**config.mk**
```make
export PLATFORM = sky130hd
export DESIGN_NAME = serial_link_shift_port_flat
export DESIGN_NICKNAME = d
export VERILOG_FILES = /design/src/hdl/slsp_pkg.sv /design/src/hdl/slsp_req_if.sv /design/src/hdl/slsp_rsp_if.sv /design/src/hdl/serial_link_shift_port.sv /design/src/hdl/slsp_front.sv /design/src/hdl/slsp_queue.sv /design/src/hdl/slsp_back.sv /design/src/flat_wrapper.sv
export SDC_FILE = /design/constraint.sdc
export NUM_CORES = 1
export LEC_CHECK = 0
export BUFFER_PORTS_ARGS = -buffer_cell sky130_fd_sc_hd__buf_2
export CELL_PAD_IN_SITES_DETAIL_PLACEMENT = 1
export CELL_PAD_IN_SITES_GLOBAL_PLACEMENT = 2
export CORE_MARGIN = 2
export CORE_UTILIZATION = 44
export CTS_CLUSTER_SIZE = 30
export DETAILED_ROUTE_END_ITERATION = 8
export HOLD_SLACK_MARGIN = 0.1
export PLACE_DENSITY_LB_ADDON = 0.05
export REMOVE_ABC_BUFFERS = 1
export SETUP_SLACK_MARGIN = 0.4
export SYNTH_ARGS = -nofsm -noshare
export SYNTH_HDL_FRONTEND = slang
export SYNTH_HIERARCHICAL = 1
export SYNTH_SLANG_ARGS = --single-unit
export TNS_END_PERCENT = 30
```
**constraint.sdc**
```tcl
create_clock -name clk -period 3.9 [get_ports clk]
set_input_delay 0.78 -clock clk [delete_from_list [all_inputs] [get_ports clk]]
set_output_delay 0.78 -clock clk [all_outputs]
set_load 0.02 [all_outputs]
```
**src/hdl/slsp_pkg.sv**
```systemverilog
// shared constants, codes and types of the serial link shift port
// no dependencies
`timescale 1ns / 1ps
`default_nettype none

package slsp_pkg;

	// payload widths
	localparam int OP_W    = 2;
	localparam int ADDR_W  = 16;
	localparam int BYTE_W  = 8;
	localparam int CYC_W   = 8;
	localparam int PBITS_W = 2;
	localparam int CNT_W   = 3;

	// operation codes
	localparam logic [OP_W-1:0] OP_WRITE = 2'd0;
	localparam logic [OP_W-1:0] OP_READ  = 2'd1;
	localparam logic [OP_W-1:0] OP_TICK  = 2'd2;
	localparam logic [OP_W-1:0] OP_EXT   = 2'd3;

	// register addresses
	localparam logic [ADDR_W-1:0] ADDR_DATA = 16'hFF01;
	localparam logic [ADDR_W-1:0] ADDR_CTRL = 16'hFF02;

	// control register bit positions
	localparam int CTRL_START = 7;
	localparam int CTRL_FAST  = 1;
	localparam int CTRL_INT   = 0;

	// value read back for anything but a register read
	localparam logic [BYTE_W-1:0] READ_IDLE = 8'hFF;

	// bit periods in cpu cycles, both powers of two
	localparam int NORMAL_BIT_PERIOD = 512;
	localparam int FAST_BIT_PERIOD   = 256;
	localparam int MAX_PERIOD  = (NORMAL_BIT_PERIOD > FAST_BIT_PERIOD) ?
		NORMAL_BIT_PERIOD : FAST_BIT_PERIOD;
	localparam int NORMAL_SHIFT = $clog2(NORMAL_BIT_PERIOD);
	localparam int FAST_SHIFT   = $clog2(FAST_BIT_PERIOD);
	localparam int ACC_W = $clog2(MAX_PERIOD);
	localparam int SUM_W = $clog2(MAX_PERIOD + (1 << CYC_W));

	// configuration port
	localparam int CFG_IDX_W  = 1;
	localparam int CFG_DATA_W = 1;
	localparam logic [CFG_IDX_W-1:0] CFG_COLOR_MODE = 1'd0;
	localparam logic [CFG_IDX_W-1:0] CFG_PARTNER    = 1'd1;

	// job queue
	localparam int QDEPTH = 4;
	localparam int QPTR_W = $clog2(QDEPTH);

	typedef struct packed {
		logic color_mode;
		logic partner_present;
	} slsp_cfg_t;

	// one executed item: up to two result beats
	typedef struct packed {
		logic [BYTE_W-1:0] rd;
		logic              two;
		logic              sh0;
		logic              ob0;
		logic              done0;
		logic              ob1;
		logic              done1;
	} slsp_job_t;

	typedef struct packed {
		logic full;
		logic empty;
	} slsp_qstat_t;

endpackage

`default_nettype wire

```
**src/hdl/slsp_req_if.sv**
```systemverilog
// request channel of the serial link shift port
// depends on slsp_pkg
`timescale 1ns / 1ps
`default_nettype none

interface slsp_req_if;
	logic                             valid;
	logic                             ready;
	logic [slsp_pkg::OP_W-1:0]        operation;
	logic [slsp_pkg::ADDR_W-1:0]      address;
	logic [slsp_pkg::BYTE_W-1:0]      write_data;
	logic [slsp_pkg::CYC_W-1:0]       elapsed_cycles;
	logic [slsp_pkg::PBITS_W-1:0]     partner_bits;

	modport source (
		output valid, operation, address, write_data, elapsed_cycles, partner_bits,
		input  ready
	);
	modport sink (
		input  valid, operation, address, write_data, elapsed_cycles, partner_bits,
		output ready
	);
endinterface

`default_nettype wire

```
**src/hdl/slsp_rsp_if.sv**
```systemverilog
// response channel of the serial link shift port
// depends on slsp_pkg
`timescale 1ns / 1ps
`default_nettype none

interface slsp_rsp_if;
	logic                        valid;
	logic                        ready;
	logic [slsp_pkg::BYTE_W-1:0] read_data;
	logic                        shift_happened;
	logic                        out_bit;
	logic                        transfer_done;
	logic                        last;

	modport source (
		output valid, read_data, shift_happened, out_bit, transfer_done, last,
		input  ready
	);
	modport sink (
		input  valid, read_data, shift_happened, out_bit, transfer_done, last,
		output ready
	);
endinterface

`default_nettype wire

```
**src/hdl/serial_link_shift_port.sv**
```systemverilog
// serial link shift port (8-bit data register at 0xff01, control at 0xff02).
// every request beat is an access (write, read), a cpu cycle tick or an
// external clock edge; each gives one response beat, except a tick that
// spends two bit periods during a transfer without its first shift ending
// it, which gives two (last marks the final one). the port takes one request
// beat per cycle; request ready falls only when the four-entry job queue
// between front end and result sequencer is full, which happens when the
// response side stalls or when two-beat ticks come in a row. the job of a
// taken request is written into the queue and then moves into the output
// register, which offers the result; a two-beat tick gives two beats there.
// configuration (color_mode, partner_present) is written through cfg_we /
// cfg_index / cfg_wdata; the user must write it only while the port is
// idle, which the block itself does not enforce.
// depends on slsp_pkg, slsp_req_if, slsp_rsp_if, slsp_front, slsp_queue, slsp_back
`timescale 1ns / 1ps
`default_nettype none

module serial_link_shift_port (
	input  wire logic                              clk,
	input  wire logic                              arst_n,
	input  wire logic                              cfg_we,
	input  wire logic [slsp_pkg::CFG_IDX_W-1:0]    cfg_index,
	input  wire logic [slsp_pkg::CFG_DATA_W-1:0]   cfg_wdata,
	slsp_req_if.sink                               req,
	slsp_rsp_if.source                             rsp
);

	slsp_pkg::slsp_cfg_t   cfg_q;
	slsp_pkg::slsp_qstat_t qstat;
	slsp_pkg::slsp_job_t   push_job, head;
	logic                  push, pop;

	// configuration registers, write only
	always_ff @(posedge clk or negedge arst_n) begin
		if (!arst_n) begin
			cfg_q <= '0;
		end else if (cfg_we) begin
			case (cfg_index)
				slsp_pkg::CFG_COLOR_MODE: cfg_q.color_mode      <= cfg_wdata[0];
				slsp_pkg::CFG_PARTNER:    cfg_q.partner_present <= cfg_wdata[0];
				default:                  cfg_q <= cfg_q;
			endcase
		end
	end

	// front end: decode, state update, job build
	slsp_front u_front (
		.clk    (clk),
		.arst_n (arst_n),
		.cfg    (cfg_q),
		.req    (req),
		.qstat  (qstat),
		.push   (push),
		.job    (push_job)
	);

	// job queue decouples request acceptance from response stalls
	slsp_queue u_queue (
		.clk      (clk),
		.arst_n   (arst_n),
		.push     (push),
		.push_job (push_job),
		.pop      (pop),
		.qstat    (qstat),
		.head     (head)
	);

	// back end: one or two response beats per job
	slsp_back u_back (
		.clk    (clk),
		.arst_n (arst_n),
		.qstat  (qstat),
		.head   (head),
		.pop    (pop),
		.rsp    (rsp)
	);

endmodule

`default_nettype wire

```
**src/hdl/slsp_front.sv**
```systemverilog
// front end: accepts request beats, decodes them, updates port state, queues a job
// depends on slsp_pkg and slsp_req_if
`timescale 1ns / 1ps
`default_nettype none

module slsp_front (
	input  wire logic               clk,
	input  wire logic               arst_n,
	input  wire slsp_pkg::slsp_cfg_t   cfg,
	slsp_req_if.sink                req,
	input  wire slsp_pkg::slsp_qstat_t qstat,
	output logic                    push,
	output slsp_pkg::slsp_job_t     job
);

	logic [slsp_pkg::BYTE_W-1:0] shift_data_q, shift_data_n;
	logic                        active_q, active_n;
	logic                        fast_q, fast_n;
	logic                        intclk_q, intclk_n;
	logic [slsp_pkg::CNT_W-1:0]  bit_count_q, bit_count_n;
	logic [slsp_pkg::ACC_W-1:0]  accum_q, accum_n;

	logic                        is_data, is_ctrl;
	logic [slsp_pkg::SUM_W-1:0]  sum, periods;
	logic [slsp_pkg::ACC_W-1:0]  accum_rem;
	logic                        tin0, tin1, tick_sh0, tick_sh1;
	logic [slsp_pkg::BYTE_W-1:0] sd_a, sd_b;

	assign req.ready = !qstat.full;
	assign push      = req.valid && !qstat.full;

	assign is_data = (req.address == slsp_pkg::ADDR_DATA);
	assign is_ctrl = (req.address == slsp_pkg::ADDR_CTRL);

	// bit period accounting, periods are powers of two
	assign sum = slsp_pkg::SUM_W'(accum_q) + slsp_pkg::SUM_W'(req.elapsed_cycles);
	always_comb begin
		if (fast_q) begin
			periods   = sum >> slsp_pkg::FAST_SHIFT;
			accum_rem = slsp_pkg::ACC_W'(sum & slsp_pkg::SUM_W'(slsp_pkg::FAST_BIT_PERIOD - 1));
		end else begin
			periods   = sum >> slsp_pkg::NORMAL_SHIFT;
			accum_rem = slsp_pkg::ACC_W'(sum & slsp_pkg::SUM_W'(slsp_pkg::NORMAL_BIT_PERIOD - 1));
		end
	end

	// no partner: internal clock shifts take in ones
	assign tin0 = cfg.partner_present ? req.partner_bits[0] : 1'b1;
	assign tin1 = cfg.partner_present ? req.partner_bits[1] : 1'b1;

	assign tick_sh0 = intclk_q && active_q && (periods != '0);
	// second shift only if the first did not end the transfer
	assign tick_sh1 = tick_sh0 && (periods > slsp_pkg::SUM_W'(1)) &&
		(bit_count_q != slsp_pkg::CNT_W'(7));

	assign sd_a = {shift_data_q[slsp_pkg::BYTE_W-2:0], tin0};
	assign sd_b = {sd_a[slsp_pkg::BYTE_W-2:0], tin1};

	always_comb begin
		job          = '0;
		job.rd       = slsp_pkg::READ_IDLE;
		shift_data_n = shift_data_q;
		active_n     = active_q;
		fast_n       = fast_q;
		intclk_n     = intclk_q;
		bit_count_n  = bit_count_q;
		accum_n      = accum_q;
		case (req.operation)
			slsp_pkg::OP_WRITE: begin
				if (is_data) begin
					shift_data_n = req.write_data;
				end else if (is_ctrl) begin
					active_n = req.write_data[slsp_pkg::CTRL_START];
					fast_n   = cfg.color_mode & req.write_data[slsp_pkg::CTRL_FAST];
					intclk_n = req.write_data[slsp_pkg::CTRL_INT];
				end
			end
			slsp_pkg::OP_READ: begin
				if (is_data) begin
					job.rd = shift_data_q;
				end else if (is_ctrl) begin
					job.rd = '0;
					job.rd[slsp_pkg::CTRL_START] = active_q;
					job.rd[slsp_pkg::CTRL_FAST]  = fast_q;
					job.rd[slsp_pkg::CTRL_INT]   = intclk_q;
				end
			end
			slsp_pkg::OP_EXT: begin
				if (active_q) begin
					job.sh0      = 1'b1;
					job.ob0      = shift_data_q[slsp_pkg::BYTE_W-1];
					job.done0    = (bit_count_q == slsp_pkg::CNT_W'(7));
					shift_data_n = {shift_data_q[slsp_pkg::BYTE_W-2:0], req.partner_bits[0]};
					bit_count_n  = bit_count_q + slsp_pkg::CNT_W'(1);
					active_n     = !job.done0;
				end
			end
			slsp_pkg::OP_TICK: begin
				accum_n = accum_rem;
				if (tick_sh1) begin
					job.two      = 1'b1;
					job.sh0      = 1'b1;
					job.ob0      = shift_data_q[slsp_pkg::BYTE_W-1];
					job.ob1      = sd_a[slsp_pkg::BYTE_W-1];
					job.done1    = (bit_count_q == slsp_pkg::CNT_W'(6));
					shift_data_n = sd_b;
					bit_count_n  = bit_count_q + slsp_pkg::CNT_W'(2);
					active_n     = !job.done1;
				end else if (tick_sh0) begin
					job.sh0      = 1'b1;
					job.ob0      = shift_data_q[slsp_pkg::BYTE_W-1];
					job.done0    = (bit_count_q == slsp_pkg::CNT_W'(7));
					shift_data_n = sd_a;
					bit_count_n  = bit_count_q + slsp_pkg::CNT_W'(1);
					active_n     = !job.done0;
				end
			end
			default: begin
				job.rd = slsp_pkg::READ_IDLE;
			end
		endcase
	end

	always_ff @(posedge clk or negedge arst_n) begin
		if (!arst_n) begin
			shift_data_q <= '0;
			active_q     <= 1'b0;
			fast_q       <= 1'b0;
			intclk_q     <= 1'b0;
			bit_count_q  <= '0;
			accum_q      <= '0;
		end else if (push) begin
			shift_data_q <= shift_data_n;
			active_q     <= active_n;
			fast_q       <= fast_n;
			intclk_q     <= intclk_n;
			bit_count_q  <= bit_count_n;
			accum_q      <= accum_n;
		end
	end

endmodule

`default_nettype wire

```
**src/hdl/slsp_queue.sv**
```systemverilog
// small job fifo between the front end and the result sequencer
// depends on slsp_pkg
`timescale 1ns / 1ps
`default_nettype none

module slsp_queue (
	input  wire logic                 clk,
	input  wire logic                 arst_n,
	input  wire logic                 push,
	input  wire slsp_pkg::slsp_job_t  push_job,
	input  wire logic                 pop,
	output slsp_pkg::slsp_qstat_t     qstat,
	output slsp_pkg::slsp_job_t       head
);

	slsp_pkg::slsp_job_t           slot_q [slsp_pkg::QDEPTH];
	logic [slsp_pkg::QPTR_W-1:0]   wr_q, rd_q;
	logic [slsp_pkg::QPTR_W:0]     count_q;

	assign qstat.full  = (count_q == (slsp_pkg::QPTR_W + 1)'(slsp_pkg::QDEPTH));
	assign qstat.empty = (count_q == '0);
	assign head        = slot_q[rd_q];

	always_ff @(posedge clk) begin
		if (push) begin
			slot_q[wr_q] <= push_job;
		end
	end

	always_ff @(posedge clk or negedge arst_n) begin
		if (!arst_n) begin
			wr_q    <= '0;
			rd_q    <= '0;
			count_q <= '0;
		end else begin
			if (push) begin
				wr_q <= wr_q + slsp_pkg::QPTR_W'(1);
			end
			if (pop) begin
				rd_q <= rd_q + slsp_pkg::QPTR_W'(1);
			end
			case ({push, pop})
				2'b10:   count_q <= count_q + (slsp_pkg::QPTR_W + 1)'(1);
				2'b01:   count_q <= count_q - (slsp_pkg::QPTR_W + 1)'(1);
				default: count_q <= count_q;
			endcase
		end
	end

endmodule

`default_nettype wire

```
**src/hdl/slsp_back.sv**
```systemverilog
// back end: turns queued jobs into one or two response beats in an output register
// depends on slsp_pkg and slsp_rsp_if
`timescale 1ns / 1ps
`default_nettype none

module slsp_back (
	input  wire logic                  clk,
	input  wire logic                  arst_n,
	input  wire slsp_pkg::slsp_qstat_t qstat,
	input  wire slsp_pkg::slsp_job_t   head,
	output logic                       pop,
	slsp_rsp_if.source                 rsp
);

	logic                        valid_q;
	logic                        second_q;
	logic [slsp_pkg::BYTE_W-1:0] rd_q;
	logic                        sh_q, ob_q, done_q, last_q;
	logic                        load, first_of_two;

	assign load         = !valid_q || rsp.ready;
	assign first_of_two = head.two && !second_q;
	assign pop          = load && !qstat.empty && !first_of_two;

	assign rsp.valid          = valid_q;
	assign rsp.read_data      = rd_q;
	assign rsp.shift_happened = sh_q;
	assign rsp.out_bit        = ob_q;
	assign rsp.transfer_done  = done_q;
	assign rsp.last           = last_q;

	always_ff @(posedge clk or negedge arst_n) begin
		if (!arst_n) begin
			valid_q  <= 1'b0;
			second_q <= 1'b0;
		end else if (load) begin
			valid_q <= !qstat.empty;
			if (!qstat.empty) begin
				second_q <= first_of_two;
			end
		end
	end

	always_ff @(posedge clk) begin
		if (load && !qstat.empty) begin
			if (first_of_two) begin
				rd_q   <= slsp_pkg::READ_IDLE;
				sh_q   <= 1'b1;
				ob_q   <= head.ob0;
				done_q <= head.done0;
				last_q <= 1'b0;
			end else if (second_q) begin
				rd_q   <= slsp_pkg::READ_IDLE;
				sh_q   <= 1'b1;
				ob_q   <= head.ob1;
				done_q <= head.done1;
				last_q <= 1'b1;
			end else begin
				rd_q   <= head.rd;
				sh_q   <= head.sh0;
				ob_q   <= head.ob0;
				done_q <= head.done0;
				last_q <= 1'b1;
			end
		end
	end

endmodule

`default_nettype wire

```
**src/flat_wrapper.sv**
```systemverilog
// flat-port wrapper written by rule: the top's interface ports become plain ports
module serial_link_shift_port_flat 
  (clk, arst_n, cfg_we, cfg_index, cfg_wdata, req_valid, req_operation, req_address, req_write_data, req_elapsed_cycles, req_partner_bits, req_ready, rsp_valid, rsp_read_data, rsp_shift_happened, rsp_out_bit, rsp_transfer_done, rsp_last, rsp_ready);
  slsp_req_if req_i ();
  slsp_rsp_if rsp_i ();
  input  wire logic clk;
  input  wire logic arst_n;
  input  wire logic cfg_we;
  input  wire logic [slsp_pkg::CFG_IDX_W-1:0] cfg_index;
  input  wire logic [slsp_pkg::CFG_DATA_W-1:0] cfg_wdata;
  input wire logic [$bits(req_i.valid)-1:0] req_valid;
  input wire logic [$bits(req_i.operation)-1:0] req_operation;
  input wire logic [$bits(req_i.address)-1:0] req_address;
  input wire logic [$bits(req_i.write_data)-1:0] req_write_data;
  input wire logic [$bits(req_i.elapsed_cycles)-1:0] req_elapsed_cycles;
  input wire logic [$bits(req_i.partner_bits)-1:0] req_partner_bits;
  output wire logic [$bits(req_i.ready)-1:0] req_ready;
  output wire logic [$bits(rsp_i.valid)-1:0] rsp_valid;
  output wire logic [$bits(rsp_i.read_data)-1:0] rsp_read_data;
  output wire logic [$bits(rsp_i.shift_happened)-1:0] rsp_shift_happened;
  output wire logic [$bits(rsp_i.out_bit)-1:0] rsp_out_bit;
  output wire logic [$bits(rsp_i.transfer_done)-1:0] rsp_transfer_done;
  output wire logic [$bits(rsp_i.last)-1:0] rsp_last;
  input wire logic [$bits(rsp_i.ready)-1:0] rsp_ready;
  assign req_i.valid = req_valid;
  assign req_i.operation = req_operation;
  assign req_i.address = req_address;
  assign req_i.write_data = req_write_data;
  assign req_i.elapsed_cycles = req_elapsed_cycles;
  assign req_i.partner_bits = req_partner_bits;
  assign req_ready = req_i.ready;
  assign rsp_valid = rsp_i.valid;
  assign rsp_read_data = rsp_i.read_data;
  assign rsp_shift_happened = rsp_i.shift_happened;
  assign rsp_out_bit = rsp_i.out_bit;
  assign rsp_transfer_done = rsp_i.transfer_done;
  assign rsp_last = rsp_i.last;
  assign rsp_i.ready = rsp_ready;
  serial_link_shift_port u_core (.clk(clk), .arst_n(arst_n), .cfg_we(cfg_we), .cfg_index(cfg_index), .cfg_wdata(cfg_wdata), .req(req_i), .rsp(rsp_i));
endmodule
```
==> results.toml, run 1 <==
[cts]
cts_max_level = 3
clkLatencyLatePin_ns = 0.37
clockBufferDepth = 2
cts_tree = "yes"
cts_hold_buf = 0
cts_root_buffer = "clkbuf_8"
cts-resized-gates = 0
cts-buffers-inserted = 9
clk_pin_slew_ns = 0.10
postCtsSetupBuffers = 0
clock_sinks = 102

[timing]
finalMaxSlewViolations = 0
rsz0062_at_grt = "no"
period_needed_ns = 3.00
max_freq_ghz = 0.333
final_hold_viol_count = 0
slew_headroom_pct = 45.8
setup_viol_count_final = 0
tightest_slew_ns = 0.812
tns_ns = 0
skew_ns = 0.0136
period_share_pct = 77.0

[global_route]
antenna_found_initial = 0
use_met3_pct = 3.20
met2_usage_pct = 30.3
grt-ovfl-total = 0
grt_max_degree = 35
grt_pass1_wl_um = 16300
grt_use_total_pct = 18.1
grt_pass1_vias = 3133
grtUsageMet1_pct = 23.8
top_usage_layer = "met2"

[outcome]
status = "finished clean"

[floorplanning]
die_h_um = 110
start_util_pct = 45.3
num_rows = 38
design.core.area_mm2 = 0.0109
ios = 57
die_x_um = 110
dieArea_mm2 = 0.0121

[finish]
fillers = 1129
fin_nets = 472
antenna_cells = 0
area_growth_pct = 11.9
drive_above_1_share_pct = 26.7
layout_commonest_cell = "edfxtp_1"
final_cell_mix = "edfxtp_1, buf_2, dfrtp_1"

[route]
ant_nets = 0
route.detailed.drc = 0
vias = 2989
vias_per_cell = 5.38
drt_iter0_markers = 108
dr.pass1.iters = 4
routed_wirelength_um = 9910
detail_route.wl_per_cell_um = 17.8

[critical_path]
crit_path_end_kind = "register"
required_ns = 4.16
arrival_ns = 3.26
critPathMaxFanout = 8
startpoint_type = "primary input"
critPathKind = "primary input to register"

[placed_design]
place_congestion = 0.736
io_buffers = 56
place_hpwl_um = 7300

[pwr]
fin_total_pwr_w = 0.00363
p_leak_nw = 2.10
p_per_area_mw_per_mm2 = 657
ir_worst_vdd_mv = 0.276

[yosys]
synthArstFlopShare_pct = 33.3
syn_area_mm2 = 0.00493
synth_edf_count = 68
yosys.area.top_type_share_pct = 41.4
syn_inst = 354
yosys_warnings = 6
synth_cell_type_count = 58
syn_avg_cell_area_um2 = 13.9
synthFlopType = "edfxtp_1"
yosysSeqAreaShare_pct = 58.7
ys_ff_latch = 102
yosys.area.top_type = "edfxtp_1"
synth.area.top_cells = "edfxtp_1, dfrtp_1, ha_1"

[min_path]
hold_path_class = "primary input to asynchronous set/reset pin"

[run]
maxCapViolations = 0
==> stage by stage <==
step | area, um^2 | std cells | setup slack [ns] | util [%] | hold WS (ns)
floorplan | 4850 | 341 | 0.832 | - | 0.454
global placement | 5330 | 540 | 0.588 | 48.9 | 0.469
detailed placement | 5330 | 540 | 0.521 | 48.9 | 0.481
CTS | 5520 | 556 | 0.918 | 50.7 | 0.501
global route | 5520 | 556 | 0.774 | 50.7 | 0.530
finish | 5520 | 556 | 0.898 | 50.7 | 0.491
==> worst max-delay path, cell delays in order <==
cell      delay (ns)
buf_2           0.10
ha_1            0.23
fa_1            0.44
a211oi_2        0.22
o21ai_2         0.11
and4b_4         0.22
o31a_1          0.34
o21ai_4         0.27
o41ai_4         0.22
mux2_2          0.32
==> logic make-up (layout without fill, tap and decap cells) <==
| family | count (synthesis) | count (layout) | share of synthesized area (%) |
|---|---|---|---|
| simple gates | 85 | 85 | 9.54 |
| fa+ha+maj | 18 | 18 | 4.87 |
| buf+inv | 31 | 93 | 3.07 |
| xor+xnor | 13 | 13 | 2.31 |
| flops | 102 | 102 | 58.7 |
| mux | 40 | 40 | 12.6 |
| compound gates | 65 | 65 | 8.96 |
==> power breakdown <==
| part | leakage (nW) | internal, W | switching [W] |
|---|---|---|---|
| combinational | 1.02 | 0.000581 | 0.000697 |
| sequential | 0.987 | 0.00149 | 0.000201 |
| clock | 0.0930 | 0.000277 | 0.000376 |
==> state kept, by name (all words and copies together), names as in the netlist <==
name	flops
u_core/u_front/intclk_q	1
u_core/u_queue/slot_q	56
u_core/u_back/second_q	1
u_core/u_front/active_q	1
u_core/u_back/rsp.out_bit	1
u_core/u_queue/count_q	3
u_core/u_front/fast_q	1
u_core/u_back/rsp.read_data	8
u_core/u_back/rsp.shift_happened	1
u_core/u_front/accum_q	9
u_core/u_back/rsp.valid	1
u_core/u_back/rsp.last	1
u_core/u_front/bit_count_q	3
u_core/cfg_q	2
u_core/u_front/shift_data_q	8
u_core/u_queue/wr_q	2
u_core/u_back/rsp.transfer_done	1
u_core/u_queue/rd_q	2
==> synth_stat cells, types with 2 or more instances <==
cell      count
edfxtp_1     68
dfrtp_1      34
nand2_1      28
o21ai_0      20
a21oi_1      18
inv_1        17
ha_1         16
mux2_2       14
nor2_1       12
or3_1        12
mux2i_1      11
mux4_2        8
and2_1        7
xor2_1        7
mux4_1        6
xnor2_1       6
clkbuf_1      5
and3_1        4
a21o_1        3
a31oi_1       3
buf_2         3
o22ai_1       3
o31ai_1       3
a211oi_1      2
buf_1         2
buf_6         2
fa_1          2
nand3_1       2
nand3b_1      2
nand4_1       2
nor3_1        2
nor4_1        2
o211ai_1      2
o21ai_2       2
==> final timing paths <==
path	from	end	slack, ns	cells past startpoint
min	arst_n	u_core/u_front/accum_q[3]	0.49	1
max in group asynchronous	arst_n	u_core/u_front/accum_q[8]	2.89	1
max reg2reg	u_core/u_front/accum_q[0]	u_core/u_front/shift_data_q[4]	1.01	9
min reg2reg	u_core/u_front/accum_q[7]	u_core/u_front/accum_q[7]	0.50	2
max	req_elapsed_cycles[0]	u_core/u_front/shift_data_q[4]	0.90	10
min in group clk	u_core/u_front/accum_q[7]	u_core/u_front/accum_q[7]	0.50	2
==> per-layer routing <==
layer,part of all wire [%],up-vias
li1,-,1447
met1,45,1463
met4,1.1,0
met3,3.1,12
met2,51,67
met5,0,-
==> area by class of cell <==
class	instances	area, um^2	area share [%]
clock inverters	5	40.0	0.726
clock buffers	11	153	2.77
repair buffers	59	303	5.49
inverters	18	67.6	1.22
well taps	140	175	3.17
multi-input cells	221	1890	34.2
flip-flops and latches	102	2890	52.4
(Power assumes the default switching activity.)
==> inputs of run 2 (changes only) <==
Settings changed: CORE_UTILIZATION 44 to 41.
Clock period 3.9 ns to 2.9 ns, I/O delays scaled along.
==> run 2 against run 1 <==
  * Register-to-register slack got worse by 0.68 ns
  * First-iteration DRC count fell by 5.6%
  * Total power rose by 47%
  * Clock-buffer cell count did not move
  * Utilization fell by 1.5 points
  * Die area rose by 7.0%
  * Sequential share of layout area fell by 2.8 points
  * Via count rose by 3.5%
  * Sequential power rose by 34%
  * Final area rose by 5.7%
  * Largest power group unchanged
==> results.toml, run 2 (synthesized netlist as in run 1, its figures left out) <==
[outcome]
status = "finished clean"

[timing]
slew_headroom_pct = 44.0
rsz0062_at_grt = "yes"
period_needed_ns = 2.57
tns_ns = 0
finalMaxSlewViolations = 0
max_freq_ghz = 0.389
tightest_slew_ns = 0.840
final_hold_viol_count = 0
skew_ns = 0.00526
period_share_pct = 88.6
setup_viol_count_final = 0

[finish]
top_register = "u_core/u_queue/slot_q"
area_growth_pct = 18.3
largest_reg_flops = 56
layout_commonest_cell = "edfxtp_1"
reg.largest.list = "u_core/u_queue/slot_q: 56 flops, u_core/u_front/accum_q: 9 flops"
regArea_mm2 = 0.00289
drive_above_1_share_pct = 32.3
stdcell_area_mm2 = 0.00583
final_cell_mix = "edfxtp_1, buf_2, dfrtp_1"
fin_nets = 495
multiInputGateArea_mm2 = 0.00193
antenna_cells = 0
fillers = 1238

[pwr]
p_leak_nw = 2.25
p_per_area_mw_per_mm2 = 911
ir_worst_vdd_mv = 0.363

[placed_design]
io_buffers = 56
place_congestion = 0.711
placed_area_mm2 = 0.00550
place_hpwl_um = 7520

[global_route]
grt_pass1_wl_um = 17500
grt_max_degree = 35
grt-ovfl-total = 0
grt_pass1_vias = 3394
grt_use_total_pct = 17.9
antenna_found_initial = 0

[floorplanning]
die_h_um = 114
start_util_pct = 41.6
die_x_um = 114
ios = 57
design.core.area_mm2 = 0.0119
num_rows = 40
dieArea_mm2 = 0.0129

[cts]
clockBufferDepth = 2
clk_pin_slew_ns = 0.07
cts_root_buffer = "clkbuf_16"
cts-buffers-inserted = 9
clock_sinks = 102
cts_max_level = 3
clkLatencyLatePin_ns = 0.35
cts_tree = "yes"

[route]
dr.pass1.iters = 4
ant_nets = 0
route.detailed.drc = 0
vias_per_cell = 5.28
detail_route.wl_per_cell_um = 17.7
drt_iter0_markers = 102
vias = 3095
routed_wirelength_um = 10400

[critical_path]
r2r-start = "u_core/u_front/accum_q[0]"
startpoint_type = "register"
reg2reg_depth = 9
critPathMaxFanout = 8
critPathKind = "register to register"
arrival_ns = 2.80
required_ns = 3.13
regToRegEndpoint = "u_core/u_front/shift_data_q[1]"
r2r_slack_ns = 0.33
crit_path_end_kind = "register"

[min_path]
hold_path_class = "primary input to asynchronous set/reset pin"

[run]
maxCapViolations = 0
## run 2: cell count changes in the layout (fill, tap and decap cells not counted), sizes merged
cell	change
clkinv	+2
inv	-2
buf	+23
## run 2: cell type report
type | count | area share [%]
repair buffers | 82 | 8.36
flip-flops and latches | 102 | 49.6
multi-input cells | 221 | 33.1
clock inverters | 5 | 0.622
well taps | 147 | 3.15
clock buffers | 11 | 3.99
inverters | 18 | 1.16
## run 2: worst max-delay path, stage by stage (launching register included)
cell	delay [ns]
dfrtp_1	0.39
ha_2	0.19
fa_2	0.35
a211oi_2	0.21
o21ai_2	0.09
and4b_4	0.23
o31a_1	0.34
o21ai_4	0.16
o41ai_4	0.17
mux2_2	0.32
## run 2: routing by layer
metal | wire length, um | GRT usage, %
met1 | 4540 | 22.0
met4 | 202 | 7.32
met2 | 5320 | 31.2
met3 | 327 | 3.13
met5 | 0 | 0
## run 2: what timing repair did
action                     in CTS  in global routing
setup buffers                   1                  2
pin swaps                       5                  5
setup endpoints to repair      25                 29
hold buffers                    0                  0
resized for setup              10                  6
## run 2: per-stage QoR
| step | util (%) | hold slack (ns) | instances | power [W] | setup WS, ns |
|---|---|---|---|---|---|
| after detailed placement | 46.3 | 0.477 | 567 | 0.00416 | -0.287 |
| final | 49.2 | 0.314 | 586 | 0.00531 | 0.331 |
| after global placement | 46.3 | 0.471 | 567 | 0.00410 | -0.0892 |
| after floorplan | - | 0.284 | 341 | 0.00351 | 0.0317 |
| after global routing | 49.2 | 0.386 | 586 | 0.00571 | 0.213 |
| after CTS | 48.9 | 0.354 | 584 | 0.00533 | 0.325 |
## run 2: where the power goes
group,switching [W],internal [W]
combinational,0.000999,0.000944
clock,0.000526,0.000582
sequential,0.000252,0.00201
## run 2: how the worst max path moves through the flow
stage,startpoint,end,slack (ns),depth (start not counted)
floorplan,req_elapsed_cycles[0],u_core/u_front/shift_data_q[1],0.03,9
global placement,req_elapsed_cycles[0],u_core/u_front/active_q,-0.09,10
detailed placement,req_elapsed_cycles[0],u_core/u_front/active_q,-0.29,10
CTS,u_core/u_front/accum_q[0],u_core/u_front/shift_data_q[1],0.32,10
global route,u_core/u_front/accum_q[0],u_core/u_front/shift_data_q[4],0.21,9
finish,u_core/u_front/accum_q[0],u_core/u_front/shift_data_q[1],0.33,9
